<file path="src/xcfp_pkg.sv">
// Shared types and constants for the XOR-checked frame parser.
package xcfp_pkg;

  // Status codes carried by a status result
  localparam logic [2:0] ST_OK       = 3'd0;
  localparam logic [2:0] ST_SHORT    = 3'd1;
  localparam logic [2:0] ST_HEADER   = 3'd2;
  localparam logic [2:0] ST_CHECKSUM = 3'd3;
  localparam logic [2:0] ST_LENGTH   = 3'd4;

  // Result kinds
  localparam logic KIND_PAYLOAD = 1'b0;
  localparam logic KIND_STATUS  = 1'b1;

  // Configuration register indexes
  localparam logic CFG_HEADER_BYTE = 1'b0;
  localparam logic CFG_MAX_LEN     = 1'b1;

  // Reset values of the configuration registers
  localparam logic [7:0]  HEADER_RST  = 8'd170;
  localparam logic [15:0] MAX_LEN_RST = 16'd256;

  // Saturation point of the byte counter
  localparam logic [16:0] COUNT_MAX = 17'h1FFFF;

  // Byte index of the first payload byte (after header, function, length)
  localparam logic [16:0] PAYLOAD_IDX = 17'd4;

  // Record queue between classifier and result sequencer
  localparam int QDEPTH = 4;
  localparam int QPTR_W = $clog2(QDEPTH);
  localparam int QCNT_W = $clog2(QDEPTH + 1);

  typedef struct packed {
    logic [7:0] rx_byte;
    logic       buffer_end;
  } in_t;

  typedef struct packed {
    logic        item_kind;
    logic [7:0]  payload_byte;
    logic [2:0]  status;
    logic [7:0]  function_code;
    logic [15:0] payload_length;
    logic        end_of_run;
  } out_t;

  // One classified byte: an optional payload result and an optional status
  typedef struct packed {
    logic        has_pay;
    logic [7:0]  pay_byte;
    logic        has_stat;
    logic [2:0]  status;
    logic [7:0]  func;
    logic [15:0] len;
  } rec_t;

  // Queue status seen by the front and back parts
  typedef struct packed {
    logic full;
    logic empty;
  } qstat_t;

endpackage

</file>
<file path="src/xcfp_front.sv">
// Front part: config registers, frame state and per-byte classification.
module xcfp_front
  import xcfp_pkg::*;
(
  input  logic        clk,
  input  logic        rst_n,
  input  logic        in_valid,
  output logic        in_stall,
  input  in_t         in_data,
  input  logic        cfg_valid,
  input  logic        cfg_index,
  input  logic [15:0] cfg_data,
  input  qstat_t      qstat,
  output logic        push,
  output rec_t        push_rec
);

  logic [7:0]  header_r;
  logic [15:0] max_len_r;
  logic [16:0] count_r, count_nxt;
  logic        hdr_bad_r, hdr_bad_nxt;
  logic [7:0]  func_r, func_nxt;
  logic [15:0] len_r, len_nxt;
  logic [7:0]  xor_r, xor_nxt;
  logic        fin_r, fin_nxt;
  logic        accept;
  logic [7:0]  b;
  rec_t        rec;

  assign in_stall = qstat.full;
  assign accept   = in_valid && !in_stall;
  assign b        = in_data.rx_byte;

  // Configuration writes
  always_ff @(posedge clk) begin
    if (!rst_n) begin
      header_r  <= HEADER_RST;
      max_len_r <= MAX_LEN_RST;
    end else if (cfg_valid) begin
      if (cfg_index == CFG_HEADER_BYTE) begin
        header_r <= cfg_data[7:0];
      end else begin
        max_len_r <= cfg_data;
      end
    end
  end

  // Classify the incoming byte by its position in the frame
  always_comb begin
    count_nxt   = count_r;
    hdr_bad_nxt = hdr_bad_r;
    func_nxt    = func_r;
    len_nxt     = len_r;
    xor_nxt     = xor_r;
    fin_nxt     = fin_r;
    rec         = '0;
    if (!fin_r) begin
      case (count_r)
        17'd0: hdr_bad_nxt = (b != header_r);
        17'd1: begin
          func_nxt = b;
          xor_nxt  = xor_r ^ b;
        end
        17'd2: begin
          len_nxt  = {len_r[15:8], b};
          xor_nxt  = xor_r ^ b;
        end
        17'd3: begin
          len_nxt  = {b, len_r[7:0]};
          xor_nxt  = xor_r ^ b;
        end
        default: begin
          if (count_r == PAYLOAD_IDX && hdr_bad_r) begin
            rec.has_stat = 1'b1;
            rec.status   = ST_HEADER;
            fin_nxt      = 1'b1;
          end else if (count_r == PAYLOAD_IDX && len_r > max_len_r) begin
            rec.has_stat = 1'b1;
            rec.status   = ST_LENGTH;
            fin_nxt      = 1'b1;
          end else if (count_r == ({1'b0, len_r} + PAYLOAD_IDX)) begin
            rec.has_stat = 1'b1;
            rec.status   = (xor_r == b) ? ST_OK : ST_CHECKSUM;
            fin_nxt      = 1'b1;
          end else begin
            xor_nxt      = xor_r ^ b;
            rec.has_pay  = 1'b1;
            rec.pay_byte = b;
          end
        end
      endcase
    end
    if (count_r != COUNT_MAX) begin
      count_nxt = count_r + 17'd1;
    end
    // Status fields snapshot the values after this byte
    rec.func = func_nxt;
    rec.len  = len_nxt;
    if (in_data.buffer_end) begin
      if (!fin_nxt) begin
        rec.has_stat = 1'b1;
        rec.status   = ST_SHORT;
      end
      count_nxt   = '0;
      hdr_bad_nxt = 1'b0;
      func_nxt    = '0;
      len_nxt     = '0;
      xor_nxt     = '0;
      fin_nxt     = 1'b0;
    end
  end

  // Frame state
  always_ff @(posedge clk) begin
    if (!rst_n) begin
      count_r   <= '0;
      hdr_bad_r <= 1'b0;
      func_r    <= '0;
      len_r     <= '0;
      xor_r     <= '0;
      fin_r     <= 1'b0;
    end else if (accept) begin
      count_r   <= count_nxt;
      hdr_bad_r <= hdr_bad_nxt;
      func_r    <= func_nxt;
      len_r     <= len_nxt;
      xor_r     <= xor_nxt;
      fin_r     <= fin_nxt;
    end
  end

  assign push     = accept && (rec.has_pay || rec.has_stat);
  assign push_rec = rec;

endmodule

</file>
<file path="src/xcfp_queue.sv">
// Small record queue in flip-flops between front and back parts.
module xcfp_queue
  import xcfp_pkg::*;
(
  input  logic   clk,
  input  logic   rst_n,
  input  logic   push,
  input  rec_t   push_rec,
  input  logic   pop,
  output rec_t   head,
  output qstat_t qstat
);

  rec_t              mem_r [QDEPTH];
  logic [QPTR_W-1:0] wr_ptr_r;
  logic [QPTR_W-1:0] rd_ptr_r;
  logic [QCNT_W-1:0] cnt_r;

  assign qstat.full  = (cnt_r == QCNT_W'(QDEPTH));
  assign qstat.empty = (cnt_r == '0);
  assign head        = mem_r[rd_ptr_r];

  // Storage
  always_ff @(posedge clk) begin
    if (push) begin
      mem_r[wr_ptr_r] <= push_rec;
    end
  end

  // Pointers and fill count
  always_ff @(posedge clk) begin
    if (!rst_n) begin
      wr_ptr_r <= '0;
      rd_ptr_r <= '0;
      cnt_r    <= '0;
    end else begin
      if (push) begin
        wr_ptr_r <= wr_ptr_r + QPTR_W'(1);
      end
      if (pop) begin
        rd_ptr_r <= rd_ptr_r + QPTR_W'(1);
      end
      if (push && !pop) begin
        cnt_r <= cnt_r + QCNT_W'(1);
      end else if (pop && !push) begin
        cnt_r <= cnt_r - QCNT_W'(1);
      end
    end
  end

  a_no_overflow: assert property (@(posedge clk) disable iff (!rst_n)
    push |-> (!qstat.full || pop))
    else $error("queue push while full");

  a_no_underflow: assert property (@(posedge clk) disable iff (!rst_n)
    pop |-> !qstat.empty)
    else $error("queue pop while empty");

endmodule

</file>
<file path="src/xcfp_back.sv">
// Back part: expands queued records into results behind an output register.
module xcfp_back
  import xcfp_pkg::*;
(
  input  logic   clk,
  input  logic   rst_n,
  input  rec_t   head,
  input  qstat_t qstat,
  output logic   pop,
  output logic   out_valid,
  input  logic   out_stall,
  output out_t   out_data
);

  logic out_valid_r;
  out_t out_r, out_nxt;
  logic phase_r, phase_nxt;
  logic emit_stat;
  logic rec_last;
  logic load;

  // Payload result first, then status; phase marks a sent payload
  assign emit_stat = !head.has_pay || phase_r;
  // Record is done once its status goes out, or with a payload that has no status
  assign rec_last  = emit_stat || !head.has_stat;
  assign load      = !qstat.empty && (!out_valid_r || !out_stall);
  assign pop       = load && rec_last;

  always_comb begin
    out_nxt   = '0;
    phase_nxt = phase_r;
    if (emit_stat) begin
      out_nxt.item_kind      = KIND_STATUS;
      out_nxt.status         = head.status;
      out_nxt.function_code  = head.func;
      out_nxt.payload_length = head.len;
      out_nxt.end_of_run     = 1'b1;
    end else begin
      out_nxt.item_kind      = KIND_PAYLOAD;
      out_nxt.payload_byte   = head.pay_byte;
      out_nxt.end_of_run     = !head.has_stat;
    end
    if (load) begin
      phase_nxt = !rec_last;
    end
  end

  // Output register
  always_ff @(posedge clk) begin
    if (!rst_n) begin
      out_valid_r <= 1'b0;
      phase_r     <= 1'b0;
    end else begin
      phase_r <= phase_nxt;
      if (load) begin
        out_valid_r <= 1'b1;
      end else if (!out_stall) begin
        out_valid_r <= 1'b0;
      end
    end
  end

  always_ff @(posedge clk) begin
    if (load) begin
      out_r <= out_nxt;
    end
  end

  assign out_valid = out_valid_r;
  assign out_data  = out_r;

  a_phase_has_status: assert property (@(posedge clk) disable iff (!rst_n)
    phase_r |-> (!qstat.empty && head.has_pay && head.has_stat))
    else $error("payload sent but no status pending");

  a_payload_open_run: assert property (@(posedge clk) disable iff (!rst_n)
    (load && !emit_stat && head.has_stat) |=>
      (phase_r && out_valid_r && out_r.item_kind == KIND_PAYLOAD))
    else $error("status did not follow its payload");

endmodule

</file>
<file path="src/xor_checked_frame_parser_unit.sv">
// Top level of the XOR-checked frame parser: front, record queue, back.
//
//  channel | direction | handshake            | payload
//  in_     | input     | in_valid / in_stall  | in_t  {rx_byte, buffer_end}
//  out_    | output    | out_valid / out_stall| out_t {kind, byte, status, func, len, eor}
//  cfg_    | input     | cfg_valid / cfg_ready| cfg_index (1b), cfg_data (16b)
//
// One byte is accepted per cycle while in_stall is low; a byte's results pass
// through the record queue and then the output register. A byte giving a payload
// byte and a status gives two results in turn from the single output register. The
// 4-entry record queue absorbs that and output stalls; in_stall rises only when full.
// Reset (synchronous, rst_n low) clears frame state, queue and output valid,
// and loads header 0xAA and length limit 256. cfg_ready is always high.
module xor_checked_frame_parser_unit
  import xcfp_pkg::*;
(
  input  logic        clk,
  input  logic        rst_n,
  input  logic        in_valid,
  output logic        in_stall,
  input  in_t         in_data,
  output logic        out_valid,
  input  logic        out_stall,
  output out_t        out_data,
  input  logic        cfg_valid,
  output logic        cfg_ready,
  input  logic        cfg_index,
  input  logic [15:0] cfg_data
);

  qstat_t qstat;
  logic   push;
  logic   pop;
  rec_t   push_rec;
  rec_t   head;

  assign cfg_ready = 1'b1;

  xcfp_front u_front (
    .clk       (clk),
    .rst_n     (rst_n),
    .in_valid  (in_valid),
    .in_stall  (in_stall),
    .in_data   (in_data),
    .cfg_valid (cfg_valid && cfg_ready),
    .cfg_index (cfg_index),
    .cfg_data  (cfg_data),
    .qstat     (qstat),
    .push      (push),
    .push_rec  (push_rec)
  );

  xcfp_queue u_queue (
    .clk      (clk),
    .rst_n    (rst_n),
    .push     (push),
    .push_rec (push_rec),
    .pop      (pop),
    .head     (head),
    .qstat    (qstat)
  );

  xcfp_back u_back (
    .clk       (clk),
    .rst_n     (rst_n),
    .head      (head),
    .qstat     (qstat),
    .pop       (pop),
    .out_valid (out_valid),
    .out_stall (out_stall),
    .out_data  (out_data)
  );

endmodule
</file>
<file path="config.mk">
export PLATFORM = sky130hd
export DESIGN_NAME = xor_checked_frame_parser_unit
export DESIGN_NICKNAME = d
export VERILOG_FILES = /design/src/xcfp_pkg.sv /design/src/xcfp_front.sv /design/src/xcfp_queue.sv /design/src/xcfp_back.sv /design/src/xor_checked_frame_parser_unit.sv
export SDC_FILE = /design/constraint.sdc
export NUM_CORES = 1
export LEC_CHECK = 0
export BUFFER_PORTS_ARGS = -buffer_cell sky130_fd_sc_hd__buf_2
export CORE_MARGIN = 2
export CORE_UTILIZATION = 60
export CTS_CLUSTER_DIAMETER = 60
export DETAILED_ROUTE_END_ITERATION = 10
export GPL_TIMING_DRIVEN = 0
export PLACE_DENSITY_LB_ADDON = 0.25
export SYNTH_ARGS = -nofsm -noshare
export SYNTH_HDL_FRONTEND = slang
export SYNTH_HIERARCHICAL = 1
export SYNTH_SLANG_ARGS = --single-unit
</file>
<file path="constraint.sdc">
create_clock -name clk -period 7.18 [get_ports clk]
set_input_delay 1.077 -clock clk [delete_from_list [all_inputs] [get_ports clk]]
set_output_delay 1.077 -clock clk [all_outputs]
set_load 0.03 [all_outputs]
</file>
==> results of run 1 <==
routing by layer:
metal | up-vias | share of wire [%] | track usage, % | wire (microns)
li1 | 3796 | - | - | -
met1 | 3972 | 42 | 34.8 | 11600
met2 | 336 | 49 | 44.1 | 13700
met3 | 48 | 6.2 | 3.07 | 1730
met4 | 0 | 2.9 | 8.86 | 813
met5 | - | 0 | 0 | 0
worst register-to-register path, stage by stage (launching register included):
cell	delay, ps
dfxtp_1	640
ha_1	390
and4_1	230
buf_4	150
nand2_1	90
nor4b_1	440
nor2_1	190
or4_1	630
or4_4	540
o21bai_1	370
power by group:
group | total, mW | internal, mW | leakage, nW | switching (mW)
Sequential | 2.00 | 1.93 | 2.42 | 0.0619
Clock | 1.55 | 0.964 | 0.494 | 0.588
Combinational | 1.27 | 0.527 | 2.17 | 0.742
cells by family after synthesis:
kind of cell	share of synthesized area (%)
AND/OR/NAND/NOR	14.7
other	0.0299
adder cells (fa/ha/maj)	2.86
multiplexers	7.90
buffers and inverters	3.48
flip-flops	58.1
XOR/XNOR	3.36
AO/OA/AOI/OAI	9.52
stage by stage:
step                      setup WS, ps  area, sq um
after floorplan                   2680        12500
after global placement            1650        13200
after detailed placement          2910        13300
after CTS                         3360        14300
after global routing              3060        14300
final                             3280        14300
Yosys cell counts (19+ instances only):
master and instances:
dfxtp_1 86, xnor2_1 26, inv_1 28, nand2_1 78
ha_1 27, nor2_1 23, xor2_1 22, mux4_2 30
clkbuf_1 37, a21boi_0 23, nor2b_1 44, and2_1 38
edfxtp_1 185, and2_4 19, a22oi_1 27
final cells by class:
type                    count  area share (%)
repair buffers             66            2.89
inverters                  29           0.779
flip-flops and latches    271            50.9
clock buffers              33            5.25
plain buffers              58            2.27
clock inverters            19            1.79
multi-input cells         596            33.8
well taps                 270            2.36
state kept, by name (all words and copies together) (netlist names), named ones only:
| register | cells |
|---|---|
| u_front/max_len_r | 16 |
| u_queue/rd_ptr_r | 2 |
| u_back/out_valid | 1 |
| u_front/count_r | 17 |
| u_front/header_r | 8 |
| u_back/out_data | 37 |
| u_front/fin_r | 1 |
| u_queue/cnt_r | 3 |
| u_queue/mem_r | 148 |
| u_front/len_r | 16 |
| u_front/hdr_bad_r | 1 |
| u_front/xor_r | 8 |
| u_queue/wr_ptr_r | 2 |
| u_back/phase_r | 1 |
| u_front/func_r | 8 |
final timing paths:
| kind | endpoint | slack, ps | depth (start not counted) |
|---|---|---|---|
| max reg2reg | u_queue/mem_r[2][24] | 3280 | 9 |
| min reg2reg | u_front/max_len_r[9] | 470 | 2 |
| max | u_queue/mem_r[2][24] | 3280 | 9 |
| min | u_front/max_len_r[9] | 470 | 2 |
placed cells by master (no fill, tap or decap), types with 28 or more instances in the layout:
| cell type | netlist | layout |
|---|---|---|
| clkbuf_1 | 37 | 40 |
| dfxtp_1 | 86 | 86 |
| inv_1 | 28 | 28 |
| nor2b_1 | 44 | 44 |
| mux4_2 | 30 | 30 |
| buf_2 | 9 | 70 |
| nand2_1 | 78 | 78 |
| and2_1 | 38 | 34 |
| edfxtp_1 | 185 | 185 |
| clkbuf_16 | 0 | 29 |
==> flow_summary.yaml, run 1 <==
run_status:
  status: "complete, no violations"
worst_setup_path:
  worst_ep_arrival_time_ps: 4180
  crit_fanout: 9
  cpPeakStageDelay_ps: 640
  crit_chain: "ha_1 -> and4_1 -> buf_4 -> nand2_1 -> nor4b_1 -> nor2_1 -> or4_1 -> or4_4 -> o21bai_1"
  cp-start-kind: "register"
  end_kind: "register"
  r2r-start: "u_front/len_r[2]"
  crit_start: "u_front/len_r[2]"
  worst_path_max_delay_cell: "dfxtp_1"
  critPathBufInv: 1
  crit_family: "simple AND/OR/NAND/NOR gates"
  crit_type: "reg2reg"
  crit_required_ps: 7460
logic_synthesis:
  avgSynthCellArea_sq_um: 13.1
  synth.distinct_cells: 75
  synth-edff-count: 185
  synth_fp_nets: 1013
  synth.cell_area_sq_um: 12500
  yosysTopAreaCell: "edfxtp_1"
  ys.flop_type: "edfxtp_1"
  synth_seq_cells: 271
  ys_seq_area_share_pct: 58.1
  yosys_warnings: 6
  synthCells: 954
  synth_area_leaders: "edfxtp_1 (44%), dfxtp_1 (14%), mux4_2 (5.4%), ha_1 (2.7%), nand2_1 (2.3%)"
  async_reset_ff_share_pct: 0
  synth_top_area_share_pct: 44.4
global_route:
  grt_pass1_wl_mm: 44.1
  antenna_found_initial: 0
  track_usage_pct: 25.9
  grt_max_degree: 35
  overflow: 0
  first_global_vias: 7962
placement:
  finalWeightedCongestion: 0.953
  dpl.hpwl_mm: 18.4
  port_buffers: 61
  dp_cells: 1290
power:
  power.density_nw_per_um2: 337
  p_leak_nw: 5.08
  ir_drop_v: 0.000193
  finalPower_mw: 4.82
timing:
  layout_min_cycle_time_ps: 3900
  hold_ws_ps: 466
  drv_slew: 0
  finalHoldViolCount: 0
  fin_crit_sh_pct: 54.3
  slew_headroom_pct: 18.2
  rsz0062_at_grt: "no"
  setup_viol: 0
  worst_pin_slew_ps: 1220
  setup_tns_ps: 0
  skew_ps: 21.0
  fmax_ghz: 0.257
final_layout:
  diodes: 0
  synthToLayoutAreaGrowth_pct: 14.2
  fin_util_pct: 70.2
  final_layout_size_suffix_gt1_share_pct: 20.4
  fillers: 1412
  final_cells: 1342
  ff_latch_area_sq_um: 7280
  fin_nets: 1109
  multi_input_area_sq_um: 4830
clocking:
  cts_buffers: 28
  cts.clk_slew.worst_paths_ps: 60
  postCtsSetupBuffers: 0
  cts_tree: "done"
  cts_max_level: 1
  clkSinkCount: 271
  cts_resized: 0
  cts_hold_buf: 0
  clk_latency_ps: 540
  clock-root-buffer: "clkbuf_16"
  clock_path_buffers: 3
drt:
  routed_wl_mm: 27.9
  drc: 0
  antenna_left: 0
  initialDrtViolationCount: 768
  vias_per_cell: 6.07
  avgRoutedWirePerCell_microns: 20.8
  drt_first_pass_iters: 5
  route.vias.total: 8152
floorplanning:
  die_w_microns: 148
  num_rows: 52
  die_y_microns: 148
  dieArea_sq_um: 22000
  num_io_pins: 71
  coreArea_sq_um: 20400
  start_util_pct: 61.5
worst_hold_path:
  hp-class: "reg2reg"
  min_from: "u_front/max_len_r[9]"
job:
  maxCapViolCount: 0
Note: power is estimated with default switching activity, not from simulation.
==> run 2, diff against run 1 <==
Clock period 7.18 ns to 3.7 ns, I/O delays scaled along.
==> run 2 against run 1 <==
Effect of this change:
- fmax rose by 9.5%
- non-clock buffer count did not move
- flip-flop and latch count did not move
- die area did not move
==> flow_summary.yaml, run 2 (synthesis gave the netlist of run 1 again) <==
run_status:
  status: "complete, no violations"
drt:
  antenna_left: 0
  avgRoutedWirePerCell_microns: 20.6
  routed_wl_mm: 27.6
  initialDrtViolationCount: 700
  drt_first_pass_iters: 7
  route.vias.total: 8104
  drc: 0
  vias_per_cell: 6.04
power:
  power.density_nw_per_um2: 635
  finalPower_mw: 9.02
  ir_drop_v: 0.000318
  p_leak_nw: 5.03
timing:
  setup_viol: 0
  rsz0062_at_grt: "yes"
  fin_crit_sh_pct: 96.2
  finalHoldViolCount: 0
  layout_min_cycle_time_ps: 3560
  skew_ps: 9.56
  slew_headroom_pct: 39.7
  fmax_ghz: 0.281
  finalWorstSetupSlack_ps: 142
  drv_slew: 0
  worst_pin_slew_ps: 905
global_route:
  first_global_vias: 7947
  antenna_found_initial: 0
  grt_max_degree: 32
  overflow: 0
  track_usage_pct: 25.6
  grt_pass1_wl_mm: 43.5
worst_hold_path:
  hp-class: "in2reg"
  min_from: "cfg_data[8]"
  hold_end: "u_front/max_len_r[8]"
  hold_path_depth: 3
clocking:
  clock_path_buffers: 3
  clk_latency_ps: 530
  cts.clk_slew.worst_paths_ps: 60
  cts_buffers: 28
  cts_tree: "done"
  clock-root-buffer: "clkbuf_16"
  postCtsSetupBuffers: 0
  cts_max_level: 1
  clkSinkCount: 271
final_layout:
  synthToLayoutAreaGrowth_pct: 13.5
  final_common_cell: "edfxtp_1"
  regMostFlops: "u_queue/mem_r"
  largest_reg_flops: 148
  fin_area_sq_um: 14200
  fin_nets: 1109
  final_layout_size_suffix_gt1_share_pct: 20.5
  diodes: 0
  fillers: 1404
  mostFrequentLayoutCells: "edfxtp_1 (185), dfxtp_1 (86), nand2_1 (78), buf_2 (70), nor2b_1 (44)"
worst_setup_path:
  crit_required_ps: 4000
  crit_fanout: 9
  worst_ep_arrival_time_ps: 3850
  worstReg2RegEnd: "u_queue/mem_r[1][27]"
  cp-start-kind: "register"
  r2r_cells: 8
  r2r-start: "u_front/len_r[2]"
  end_kind: "register"
  crit_type: "reg2reg"
  r2r_slack_ps: 140
job:
  maxCapViolCount: 0
floorplanning:
  die_y_microns: 148
  num_rows: 52
  die_w_microns: 148
  dieArea_sq_um: 22000
  num_io_pins: 71
  start_util_pct: 61.5
  coreArea_sq_um: 20400
placement:
  dpl.hpwl_mm: 18.6
  pre_cts_ws_ps: -57.8
  finalWeightedCongestion: 1.00
  dpl_cell_area_sq_um: 13300
  port_buffers: 61
## run 2: layout make-up
type                            count  area [sq um]  area share [%]
Timing Repair Buffer               66           413            2.90
Tap cell                          270           338            2.38
Multi-Input combinational cell    596          4860            34.2
Sequential cell                   271          7280            51.2
Clock buffer                       36           792            5.57
Inverter                           29           111           0.783
Clock inverter                     15           106           0.748
Buffer                             58           324            2.28
## run 2: critical path, cell delays in order, from the launching register on
cell      delay, ps
dfxtp_1         580
ha_1            320
xor2_1          170
nor4_1          500
o211ai_1        180
or4_4           620
o41ai_1         430
nand2_1         140
a21oi_1         380
## run 2: repair_timing
item,4_1_cts,5_1_grt
cloned,0,0
gates resized for setup,1,4
setup endpoints to repair,1,33
pin swaps,0,0
hold buffers,0,0
## run 2: worst max path at each step
stage / startpoint / to / slack [ps] / cells past startpoint
after CTS: u_front/count_r[8] / u_queue/cnt_r[2] / 10 / 12
after detailed placement: in_valid / u_queue/cnt_r[2] / -60 / 11
after global routing: u_queue/cnt_r[0] / u_queue/cnt_r[2] / -2 / 11
final: u_front/len_r[2] / u_queue/mem_r[1][27] / 140 / 8
after global placement: in_valid / u_queue/mem_r[2][13] / -590 / 6
after floorplan: out_stall / u_queue/cnt_r[2] / 600 / 9
## run 2: report_power, final
| part | switching (mW) | internal, mW |
|---|---|---|
| registers | 0.118 | 3.75 |
| logic | 1.44 | 1.02 |
| clock network | 1.11 | 1.57 |
| total | 2.67 | 6.35 |
## run 2: per-stage QoR
step	utilization [%]	TNS [ps]	cells	hold WS [ps]
floorplan	-	0	954	443
global placement	64.7	-83920	1285	455
detailed placement	65.3	-57.8	1290	462
CTS	69.7	0	1341	235
global route	69.8	-1.90	1341	265
finish	69.8	0	1341	251
## run 2: metal layers
metal	wire (microns)	global-route usage (%)	vias up
met5	0	0	-
met4	778	8.29	0
met3	1710	3.53	51
met2	13600	44.1	314
met1	11400	33.8	3956
li1	-	-	3783
